### src/rtl/core/rtcri_pkg.sv
`timescale 1ns / 1ps
`default_nettype none

package rtcri_pkg;

  // item kinds carried on the request channel
  typedef enum logic [1:0] {
    ACT_READ       = 2'd0,
    ACT_WRITE      = 2'd1,
    ACT_TICK_HUND  = 2'd2,
    ACT_TICK_TENTH = 2'd3
  } action_t;

  localparam int unsigned ShiftW = 3;
  localparam int unsigned AddrW  = 12;
  localparam int unsigned IdxW   = 5;

  // register indexes
  localparam logic [IdxW-1:0] IDX_DOW = 5'd7;
  localparam logic [IdxW-1:0] IDX_INT = 5'd16;
  localparam logic [IdxW-1:0] IDX_CMD = 5'd17;

  // interrupt and command bits
  localparam int unsigned INT_PEND_BIT  = 7;
  localparam int unsigned INT_TENTH_BIT = 2;
  localparam int unsigned INT_HUND_BIT  = 1;
  localparam logic [7:0]  INT_BAD_BITS  = 8'h79;
  localparam int unsigned CMD_TEST_BIT  = 5;
  localparam int unsigned CMD_INTENA_BIT = 4;
  localparam int unsigned CMD_RUN_BIT   = 3;
  localparam logic [7:0]  UNDEF_READ    = 8'hff;

  typedef struct packed {
    action_t          action;
    logic [AddrW-1:0] bus_address;
    logic [7:0]       write_data;
    logic [6:0]       now_centisec;
    logic [4:0]       now_hour;
    logic [5:0]       now_minute;
    logic [5:0]       now_second;
    logic [3:0]       now_month;
    logic [4:0]       now_day;
    logic [7:0]       now_year;
    logic [2:0]       now_weekday;
  } req_t;

  // handshake between the input register and the core
  typedef struct packed {
    logic valid;
    req_t item;
  } stage_t;

endpackage

`default_nettype wire

### src/rtl/core/rtcri_ifs.sv
`timescale 1ns / 1ps
`default_nettype none

interface rtcri_req_if;
  logic       valid;
  logic       ready;
  logic [1:0] action;
  logic [11:0] bus_address;
  logic [7:0] write_data;
  logic [6:0] now_centisec;
  logic [4:0] now_hour;
  logic [5:0] now_minute;
  logic [5:0] now_second;
  logic [3:0] now_month;
  logic [4:0] now_day;
  logic [7:0] now_year;
  logic [2:0] now_weekday;

  modport source (
    output valid, action, bus_address, write_data, now_centisec, now_hour,
           now_minute, now_second, now_month, now_day, now_year, now_weekday,
    input  ready
  );
  modport sink (
    input  valid, action, bus_address, write_data, now_centisec, now_hour,
           now_minute, now_second, now_month, now_day, now_year, now_weekday,
    output ready
  );
endinterface

interface rtcri_rsp_if;
  logic       valid;
  logic       ready;
  logic [7:0] read_data;
  logic       irq;
  logic       unsupported_write;

  modport source (output valid, read_data, irq, unsupported_write, input ready);
  modport sink (input valid, read_data, irq, unsupported_write, output ready);
endinterface

`default_nettype wire

### src/rtl/core/rtcri_in_reg.sv
`timescale 1ns / 1ps
`default_nettype none

module rtcri_in_reg (
  input  wire logic            clk,
  input  wire logic            rst,
  rtcri_req_if.sink            req,
  output rtcri_pkg::stage_t    stage,
  input  wire logic            stage_ready
);
  import rtcri_pkg::*;

  logic valid;
  req_t item;
  logic load;

  assign req.ready = !valid || stage_ready;
  assign load      = req.valid && req.ready;

  always_ff @(posedge clk) begin
    if (rst) begin
      valid <= 1'b0;
    end else if (load) begin
      valid <= 1'b1;
    end else if (stage_ready) begin
      valid <= 1'b0;
    end
  end

  always_ff @(posedge clk) begin
    if (load) begin
      item.action       <= action_t'(req.action);
      item.bus_address  <= req.bus_address;
      item.write_data   <= req.write_data;
      item.now_centisec <= req.now_centisec;
      item.now_hour     <= req.now_hour;
      item.now_minute   <= req.now_minute;
      item.now_second   <= req.now_second;
      item.now_month    <= req.now_month;
      item.now_day      <= req.now_day;
      item.now_year     <= req.now_year;
      item.now_weekday  <= req.now_weekday;
    end
  end

  assign stage.valid = valid;
  assign stage.item  = item;

endmodule

`default_nettype wire

### src/rtl/core/rtcri_core.sv
`timescale 1ns / 1ps
`default_nettype none

module rtcri_core (
  input  wire logic                        clk,
  input  wire logic                        rst,
  input  wire logic [rtcri_pkg::ShiftW-1:0] address_shift,
  input  rtcri_pkg::stage_t                stage,
  output logic                             stage_ready,
  rtcri_rsp_if.source                      rsp
);
  import rtcri_pkg::*;

  logic [7:0]       regs [16];
  logic [7:0]       status;
  logic [6:0]       mask;
  logic [7:0]       command;

  logic [7:0]       status_next;
  logic [6:0]       mask_next;
  logic [7:0]       command_next;

  logic [AddrW-1:0] shifted;
  logic [IdxW-1:0]  idx;
  logic             fire;
  logic             is_read;
  logic             is_write;
  logic             capture;
  logic [7:0]       cap [8];
  logic [7:0]       rd;
  logic             bad;
  logic             irq_next;

  logic             out_valid;
  logic [7:0]       out_data;
  logic             out_irq;
  logic             out_bad;

  assign stage_ready = !out_valid || rsp.ready;
  assign fire        = stage.valid && stage_ready;

  assign shifted  = stage.item.bus_address >> address_shift;
  assign idx      = shifted[IdxW-1:0];
  assign is_read  = (stage.item.action == ACT_READ);
  assign is_write = (stage.item.action == ACT_WRITE);
  assign capture  = (is_read || is_write) &&
                    ((command[CMD_RUN_BIT] && idx <= IDX_DOW) ||
                     (is_write && idx == IDX_CMD));

  // time bytes as they land in registers 0-7
  always_comb begin
    cap[0] = {1'b0, stage.item.now_centisec};
    cap[1] = {3'b0, stage.item.now_hour};
    cap[2] = {2'b0, stage.item.now_minute};
    cap[3] = {2'b0, stage.item.now_second};
    cap[4] = {4'b0, stage.item.now_month};
    cap[5] = {3'b0, stage.item.now_day};
    cap[6] = stage.item.now_year;
    cap[7] = {5'b0, stage.item.now_weekday};
  end

  always_comb begin
    rd           = 8'h00;
    bad          = 1'b0;
    status_next  = status;
    mask_next    = mask;
    command_next = command;
    case (stage.item.action)
      ACT_READ: begin
        if (!idx[4]) begin
          rd = (capture && !idx[3]) ? cap[idx[2:0]] : regs[idx[3:0]];
        end else if (idx == IDX_INT) begin
          rd          = status;
          status_next = 8'h00;
        end else begin
          rd = UNDEF_READ;
        end
      end
      ACT_WRITE: begin
        if (idx == IDX_INT) begin
          if ((stage.item.write_data & INT_BAD_BITS) != 8'h00) begin
            bad = 1'b1;
          end else begin
            mask_next = stage.item.write_data[6:0];
          end
        end else if (idx == IDX_CMD) begin
          if (stage.item.write_data[CMD_TEST_BIT]) begin
            bad = 1'b1;
          end else begin
            command_next = stage.item.write_data;
          end
        end
      end
      ACT_TICK_HUND: begin
        if (mask[INT_HUND_BIT]) begin
          status_next[INT_HUND_BIT] = 1'b1;
        end
      end
      default: begin
        if (!mask[INT_HUND_BIT] && mask[INT_TENTH_BIT]) begin
          status_next[INT_TENTH_BIT] = 1'b1;
        end
      end
    endcase
    if ((status_next[6:0] & mask_next) != 7'h00) begin
      status_next[INT_PEND_BIT] = 1'b1;
    end
    irq_next = ((status_next[6:0] & mask_next) != 7'h00) && command_next[CMD_INTENA_BIT];
  end

  always_ff @(posedge clk) begin
    if (rst) begin
      for (int i = 0; i < 16; i++) begin
        regs[i] <= 8'h00;
      end
      status  <= 8'h00;
      mask    <= 7'h00;
      command <= 8'h00;
    end else if (fire) begin
      // a direct write overrides the captured byte
      for (int i = 0; i < 8; i++) begin
        if (is_write && idx == IdxW'(i)) begin
          regs[i] <= stage.item.write_data;
        end else if (capture) begin
          regs[i] <= cap[i];
        end
      end
      for (int i = 8; i < 16; i++) begin
        if (is_write && idx == IdxW'(i)) begin
          regs[i] <= stage.item.write_data;
        end
      end
      status  <= status_next;
      mask    <= mask_next;
      command <= command_next;
    end
  end

  always_ff @(posedge clk) begin
    if (rst) begin
      out_valid <= 1'b0;
    end else if (fire) begin
      out_valid <= 1'b1;
    end else if (rsp.ready) begin
      out_valid <= 1'b0;
    end
  end

  always_ff @(posedge clk) begin
    if (fire) begin
      out_data <= rd;
      out_irq  <= irq_next;
      out_bad  <= bad;
    end
  end

  assign rsp.valid             = out_valid;
  assign rsp.read_data         = out_data;
  assign rsp.irq               = out_irq;
  assign rsp.unsupported_write = out_bad;

endmodule

`default_nettype wire

### src/rtl/core/rtc_register_interrupt_block_top.sv
`timescale 1ns / 1ps
`default_nettype none
// register face of a real-time clock with periodic interrupts
// req channel: one request per item (read, write, hundredth tick or
//   tenth tick) with the bus address, write byte and the current time
// rsp channel: one response per request, in order: read byte (zero for
//   writes and ticks), interrupt line level after the request, and a flag
//   for a write dropped because it set unsupported interrupt or test bits
// cfg port: cfg_we/cfg_wdata load the address shift; write it only while
//   no request is in flight
// path: a taken request is loaded into the input register, then passes once
//   through the register-file logic into the response register (rsp.valid)
// throughput: one request per cycle while rsp.ready is high; the register
//   read-modify-write is a single pass, so back-to-back requests never wait
//   on each other
// stall: while rsp.ready is low the response register holds and the input
//   register still takes one more request; req.ready drops only when both
//   are full
// reset: rst (synchronous) clears all registers, mask, status, command and
//   the address shift, and empties both pipeline registers
module rtc_register_interrupt_block_top (
  input  wire logic                        clk,
  input  wire logic                        rst,
  rtcri_req_if.sink                        req,
  rtcri_rsp_if.source                      rsp,
  input  wire logic                        cfg_we,
  input  wire logic [rtcri_pkg::ShiftW-1:0] cfg_wdata
);
  import rtcri_pkg::*;

  logic [ShiftW-1:0] address_shift;
  stage_t            stage;
  logic              stage_ready;

  // address shift register
  always_ff @(posedge clk) begin
    if (rst) begin
      address_shift <= '0;
    end else if (cfg_we) begin
      address_shift <= cfg_wdata;
    end
  end

  // input register, decoupled from the response side
  rtcri_in_reg u_in_reg (
    .clk         (clk),
    .rst         (rst),
    .req         (req),
    .stage       (stage),
    .stage_ready (stage_ready)
  );

  // register file, interrupt logic and response register
  rtcri_core u_core (
    .clk           (clk),
    .rst           (rst),
    .address_shift (address_shift),
    .stage         (stage),
    .stage_ready   (stage_ready),
    .rsp           (rsp)
  );

`ifndef SYNTHESIS
  // a response cannot appear right out of reset
  a_no_rsp_after_reset: assert property (@(posedge clk)
    $past(rst) |-> !rsp.valid)
    else $error("response valid right after reset");

  // a dropped write never returns read data
  a_bad_has_no_data: assert property (@(posedge clk) disable iff (rst)
    rsp.valid && rsp.unsupported_write |-> rsp.read_data == 8'h00)
    else $error("unsupported write returned read data");

  // a held request in the input register is not lost while the core stalls
  a_stage_holds: assert property (@(posedge clk) disable iff (rst)
    stage.valid && !stage_ready |=> stage.valid && $stable(stage.item))
    else $error("input register lost a request under stall");
`endif

endmodule

`default_nettype wire

### src/flat_wrapper.sv
// flat-port wrapper written by rule: the top's interface ports become plain ports
module rtc_register_interrupt_block_top_flat import rtcri_pkg::*;
  (clk, rst, cfg_we, cfg_wdata, req_valid, req_action, req_bus_address, req_write_data, req_now_centisec, req_now_hour, req_now_minute, req_now_second, req_now_month, req_now_day, req_now_year, req_now_weekday, req_ready, rsp_valid, rsp_read_data, rsp_irq, rsp_unsupported_write, rsp_ready);
  rtcri_req_if req_i ();
  rtcri_rsp_if rsp_i ();
  input  wire logic clk;
  input  wire logic rst;
  input  wire logic cfg_we;
  input  wire logic [rtcri_pkg::ShiftW-1:0] cfg_wdata;
  input wire logic [$bits(req_i.valid)-1:0] req_valid;
  input wire logic [$bits(req_i.action)-1:0] req_action;
  input wire logic [$bits(req_i.bus_address)-1:0] req_bus_address;
  input wire logic [$bits(req_i.write_data)-1:0] req_write_data;
  input wire logic [$bits(req_i.now_centisec)-1:0] req_now_centisec;
  input wire logic [$bits(req_i.now_hour)-1:0] req_now_hour;
  input wire logic [$bits(req_i.now_minute)-1:0] req_now_minute;
  input wire logic [$bits(req_i.now_second)-1:0] req_now_second;
  input wire logic [$bits(req_i.now_month)-1:0] req_now_month;
  input wire logic [$bits(req_i.now_day)-1:0] req_now_day;
  input wire logic [$bits(req_i.now_year)-1:0] req_now_year;
  input wire logic [$bits(req_i.now_weekday)-1:0] req_now_weekday;
  output wire logic [$bits(req_i.ready)-1:0] req_ready;
  output wire logic [$bits(rsp_i.valid)-1:0] rsp_valid;
  output wire logic [$bits(rsp_i.read_data)-1:0] rsp_read_data;
  output wire logic [$bits(rsp_i.irq)-1:0] rsp_irq;
  output wire logic [$bits(rsp_i.unsupported_write)-1:0] rsp_unsupported_write;
  input wire logic [$bits(rsp_i.ready)-1:0] rsp_ready;
  assign req_i.valid = req_valid;
  assign req_i.action = req_action;
  assign req_i.bus_address = req_bus_address;
  assign req_i.write_data = req_write_data;
  assign req_i.now_centisec = req_now_centisec;
  assign req_i.now_hour = req_now_hour;
  assign req_i.now_minute = req_now_minute;
  assign req_i.now_second = req_now_second;
  assign req_i.now_month = req_now_month;
  assign req_i.now_day = req_now_day;
  assign req_i.now_year = req_now_year;
  assign req_i.now_weekday = req_now_weekday;
  assign req_ready = req_i.ready;
  assign rsp_valid = rsp_i.valid;
  assign rsp_read_data = rsp_i.read_data;
  assign rsp_irq = rsp_i.irq;
  assign rsp_unsupported_write = rsp_i.unsupported_write;
  assign rsp_i.ready = rsp_ready;
  rtc_register_interrupt_block_top u_core (.clk(clk), .rst(rst), .req(req_i), .rsp(rsp_i), .cfg_we(cfg_we), .cfg_wdata(cfg_wdata));
endmodule
### config.mk
export PLATFORM = sky130hd
export DESIGN_NAME = rtc_register_interrupt_block_top_flat
export DESIGN_NICKNAME = d
export VERILOG_FILES = /design/src/rtl/core/rtcri_pkg.sv /design/src/rtl/core/rtcri_ifs.sv /design/src/rtl/core/rtcri_in_reg.sv /design/src/rtl/core/rtcri_core.sv /design/src/rtl/core/rtc_register_interrupt_block_top.sv /design/src/flat_wrapper.sv
export SDC_FILE = /design/constraint.sdc
export NUM_CORES = 1
export LEC_CHECK = 0
export ABC_AREA = 1
export BUFFER_PORTS_ARGS = -buffer_cell sky130_fd_sc_hd__buf_2
export CAP_MARGIN = 20
export CELL_PAD_IN_SITES_DETAIL_PLACEMENT = 1
export CELL_PAD_IN_SITES_GLOBAL_PLACEMENT = 1
export CORE_ASPECT_RATIO = 0.9
export CORE_MARGIN = 10
export CORE_UTILIZATION = 45
export DETAILED_ROUTE_END_ITERATION = 6
export PLACE_DENSITY = 0.86
export SYNTH_ARGS = -nofsm -noshare
export SYNTH_HDL_FRONTEND = slang
export SYNTH_SLANG_ARGS = --single-unit
### constraint.sdc
create_clock -name clk -period 5.2 [get_ports clk]
set_input_delay 1.56 -clock clk [delete_from_list [all_inputs] [get_ports clk]]
set_output_delay 1.56 -clock clk [all_outputs]
set_load 0.05 [all_outputs]
== Word-level counts from Yosys, hierarchy flattened ==
Memories as Yosys holds them, arrays and structs flattened.
Index checks and enable logic that the tools add are counted.

* Flip-flop bits (word level): 101
* RAM bits: 128
* Input port bits: 74
* Output and inout bits: 12
* Word-level logic and storage cells: 270
* Memories: 1

* Order comparisons: 2
* Equality and inequality tests: 19
* Shift-type cells: 1
* Mux-type cells: 153
* Bitwise gates (word level): 28
* Reductions and logical operators: 44

{| class="wikitable"
|+ Memory list
! name !! words !! width !! read ports !! clocked after Yosys merged registers in !! write ports !! line !! text
|-
| u_core.u_core.regs || 16 || 8 || 1 || 0 || 16 || rtcri_core.sv:14 || <nowiki>logic [7:0] regs [16];</nowiki>
|}

{| class="wikitable"
|+ Operators with widths
! cell !! count
|-
| 8-bit two-way mux || 31
|-
| 1-bit two-way mux || 111
|-
| 5-bit by 4-bit equality test with 1-bit output (second input constant) || 8
|-
| 5-bit two-way mux || 5
|-
| 8-bit binary-select mux with 3-bit select || 1
|-
| 1-bit logical AND || 24
|-
| 1-bit bitwise OR || 24
|-
| 7-bit two-way mux || 3
|-
| 5-bit by 3-bit equality test with 1-bit output (second input constant) || 4
|-
| 12-bit by 3-bit right shift with 5-bit output || 1
|-
| 5-bit by 2-bit equality test with 1-bit output (second input constant) || 2
|-
| 5-bit equality test (second input constant) || 2
|-
| 2-bit nonzero test || 5
|-
| 8-bit nonzero test || 1
|-
| 7-bit AND || 1
|-
| 7-bit nonzero test || 1
|-
| 5-bit by 1-bit equality test with 1-bit output (second input constant) || 1
|-
| 5-bit by 3-bit <= comparator with 1-bit output (second input constant) || 1
|-
| 5-bit zero test || 1
|-
| 5-bit AND reduction || 1
|-
| 4-bit greater-or-equal comparator (second input constant) || 1
|-
| 1-bit zero test || 4
|-
| 1-bit logical OR || 4
|-
| 3-bit NOT with 4-bit output || 1
|-
| other kinds (7) || 9
|}

== Logic depth before layout (Yosys ltp) ==
* Word-level depth: 11
* Mapped depth: 17
* Depth with buffers taken out: 15

== Modules after synthesis ==
From an unflattened synthesis, not the netlist that was laid out.

* Cell total of the unflattened synthesis: 1201
* Area, all modules: 10850.4 sq um

{| class="wikitable"
|+ By module, submodules not included
! module !! instances !! cells an instance !! area an instance (sq um) !! sequential area each (sq um)
|-
| rtcri_core || 1 || 1109 || 8693.3 || 4504.3
|-
| rtcri_in_reg || 1 || 73 || 2037.0 || 2001.9
|-
| rtc_register_interrupt_block_top || 1 || 19 || 120.1 || 60.1
|}

== Least setup slack after synthesis ==
OpenSTA, ideal clock, no wires.

* Path kind: in2reg
* From: in rsp_ready
* To: reg u_core.u_in_reg.item (netlist bit u_core.u_in_reg.stage[0]) (enable)
* Arrival: 3.442 ns
* Slack: 1.338 ns
* Stages on the path: 4
* Cell sequence: inv_1 nand3_1 nand2_1 inv_1

* Cells in the longest elaborated chain, start to end: 3

{| class="wikitable"
|+ RTL lines
! element !! line !! text
|-
| start: declaration || flat_wrapper.sv:27 || <nowiki>input wire logic [$bits(rsp_i.ready)-1:0] rsp_ready;</nowiki>
|-
| 1-bit logical OR || rtcri_core.sv:39 || <nowiki>assign stage_ready = !out_valid || rsp.ready;</nowiki>
|-
| 1-bit logical OR || rtcri_in_reg.sv:17 || <nowiki>assign req.ready = !valid || stage_ready;</nowiki>
|-
| named net req_ready || flat_wrapper.sv:22 || <nowiki>output wire logic [$bits(req_i.ready)-1:0] req_ready;</nowiki>
|-
| 1-bit logical AND || rtcri_in_reg.sv:18 || <nowiki>assign load = req.valid && req.ready;</nowiki>
|-
| named net u_core.u_in_reg.load || rtcri_in_reg.sv:15 || <nowiki>logic load;</nowiki>
|-
| end: declaration || rtcri_in_reg.sv:14 || <nowiki>req_t item;</nowiki>
|}

The timed path passes the listed nets, and every way through them passes these cells.
A chain may end at the register's enable or synchronous reset.

==> results_dict.tcl <==
set metrics [dict create \
    status "finished, final reports clean" \
    required_ps 5370 \
    die_w_um 184 \
    grt_pass1_vias 9286 \
    synth-seq-cells 226 \
    rsz0062_at_grt "false" \
    clock-skew-final_ps 22.5 \
    placed_area_um2 11500 \
    slew_violations 0 \
    post_cts_resize_count 0 \
    ir_drop_uv 264 \
    pre_cts_ws_ps 960 \
    vias 8958 \
    ys_warn_count 0 \
    hpwl_mm 23.6 \
    drt_iter0_markers 671 \
    root_buffer "clkbuf_16" \
    core_um2 23600 \
    die_area_um2 30900 \
    cts_buffers 25 \
    die_y_um 168 \
    cts_htree_levels 1 \
    wl_per_cell_um 21.0 \
    synth_cells 1224 \
    cts_buffer_depth 3 \
    postRouteAntennaNets 0 \
    via_per_inst 5.54 \
    post_cts_buffers 0 \
    drc 0 \
    tightest_slew_ps 799 \
    period_share_pct 78.9 \
    clkTransAtPathRegs_ps 60 \
    rows 53 \
    cts_tree "yes" \
    clkLatencyLatePin_ps 530 \
    grt_max_degree 46 \
    syn_to_final_growth_pct 13.0 \
    io_pins 86 \
    cap_violations 0 \
    layout_common_cells "nand2_1, edfxtp_1, nor2_1" \
    dr.pass1.iters 7 \
    syn-num-nets 1302 \
    setup-violations-final 0 \
    nNetsFinal 1373 \
    cp-end-kind "register" \
    fin_setup_tns_ps 0 \
    grt-ovfl-total 0 \
    p_leak_nw 5.54 \
    hp-class "register to register" \
    cp.arrival_ps 4270 \
    crit_path_max_fanout 35 \
    initial_core_util_pct 46.2 \
    p_per_area_nw_per_um2 365 \
    numClockSinks 226 \
    grt_first_pass_wirelength_mm 52.7 \
    hold_viol 0 \
    setup_slack_ps 1100 \
    synth.distinct_cells 33 \
    port_buffers 85 \
    ctsHoldBuffers 0 \
    setup.worst_path.class "register to register" \
    gp_congestion 0.920 \
    timing.fmax_mhz 244 \
    final_area_um2 12300 \
    drive_above_1_share_pct 12.9 \
    synthesis.area_um2 10900 \
    min_period_ps 4100 \
    layout_commonest_cell "nand2_1" \
    yosysSeqAreaShare_pct 60.2 \
    slew_headroom_pct 46.5 \
    n_antenna_cell 0 \
    grt.total_usage_pct 21.7 \
    worstSetupStartpointType "register" \
    syn_area_per_cell_um2 8.91 \
    routed_wl_mm 34.0 \
    antenna_found_initial 1 \
]
==> report_power, final <==
group / switching [mW] / internal (mW) / leakage, nW / total, mW
sequential: 0.0461 / 2.08 / 2.24 / 2.12
combinational: 0.498 / 0.160 / 2.92 / 0.657
clock: 0.719 / 0.995 / 0.385 / 1.71
==> synth_stat cells <==
master    number  area share, %
nor3_4         2           0.30
o21ai_0       52            2.4
nand2_1      538             19
clkinv_1       3           0.10
buf_6          6           0.62
nand2_2        9           0.52
edfxtp_1     204             56
buf_2         17           0.78
buf_4          1          0.069
clkbuf_1      26           0.90
nor3b_2        1           0.11
o211ai_1       1          0.069
nor2_2         4           0.23
nor2_4         2           0.21
nand3_4        2           0.32
nor3_1        19           0.87
a22o_1         1          0.080
dfxtp_1       22            4.0
nand3b_2       1           0.10
o21a_1        18            1.2
buf_1          4           0.14
a21oi_1       30            1.4
o21bai_1       1          0.069
nand4_1        5           0.29
inv_2          8           0.28
nand3_2        4           0.37
nand2_4        2           0.21
o21ai_1        9           0.41
ha_1           4           0.46
a21boi_0       1          0.069
nor2_1        91            3.1
inv_1         61            2.1
nand3_1       75            3.4
==> per-stage QoR <==
step | power (mW) | hold WS, ps | utilization, % | std cells
2_1_floorplan | 2.55 | 424 | - | 1224
3_3_place_gp | 2.77 | 435 | 48.8 | 1568
3_5_place_dp | 2.80 | 437 | 48.8 | 1568
4_1_cts | 4.50 | 446 | 52.1 | 1614
5_1_grt | 4.65 | 469 | 52.2 | 1616
6_report | 4.49 | 447 | 52.2 | 1616
==> state kept, by name, summed over array words and instances (netlist names) <==
register,flops
u_core.u_core.regs,128
u_core.address_shift,3
u_core.u_core.rsp.read_data,8
u_core.u_in_reg.stage,66
u_core.u_in_reg.valid,1
u_core.u_core.command,2
u_core.u_core.rsp.unsupported_write,1
u_core.u_core.status,8
u_core.u_core.rsp.irq,1
u_core.u_core.mask,7
u_core.u_core.rsp.valid,1
==> final timing paths <==
kind	slack (ps)	cells after the start	endpoint	from
max reg2reg	1100	10	u_core.u_core.regs[4][3]	u_core.address_shift[0]
max	1100	10	u_core.u_core.regs[4][3]	u_core.address_shift[0]
min reg2reg	450	2	u_core.u_core.mask[4]	u_core.u_core.mask[4]
min	450	2	u_core.u_core.mask[4]	u_core.u_core.mask[4]
==> routing by layer <==
metal,part of all wire (%),track usage (%),vias up
li1,-,-,4159
met1,43,28.5,4418
met2,49,36.5,321
met3,6.6,3.63,58
met4,2.4,5.59,2
met5,0.021,0,-
==> layout make-up <==
class,instances,area (µm²)
clock buffers,38,714
multi-input cells,872,3790
flip-flops and latches,226,6570
clock inverters,8,67.6
fillers,2779,11300
well taps,302,378
inverters,72,270
repair buffers,98,533
==> critical path, stage by stage, from the launching register on <==
cell and delay (ps):
dfxtp_1 630, inv_2 250, nand2_1 140, nand3_1 100, nand3_1 420, nand2_2 540, inv_2 540, nand2_1 180
nor2_1 240, nand2_1 260, nand3_1 440
==> cell families (layout without fill, tap and decap cells) <==
family	after synthesis	after routing	share of synthesized area (%)
adder cells (fa/ha/maj)	4	4	0.459
AND/OR/NAND/NOR	755	755	28.6
buffers and inverters	126	216	4.98
flip-flops	226	226	60.2
AO/OA/AOI/OAI	113	113	5.70
(Power assumes the default switching activity.)
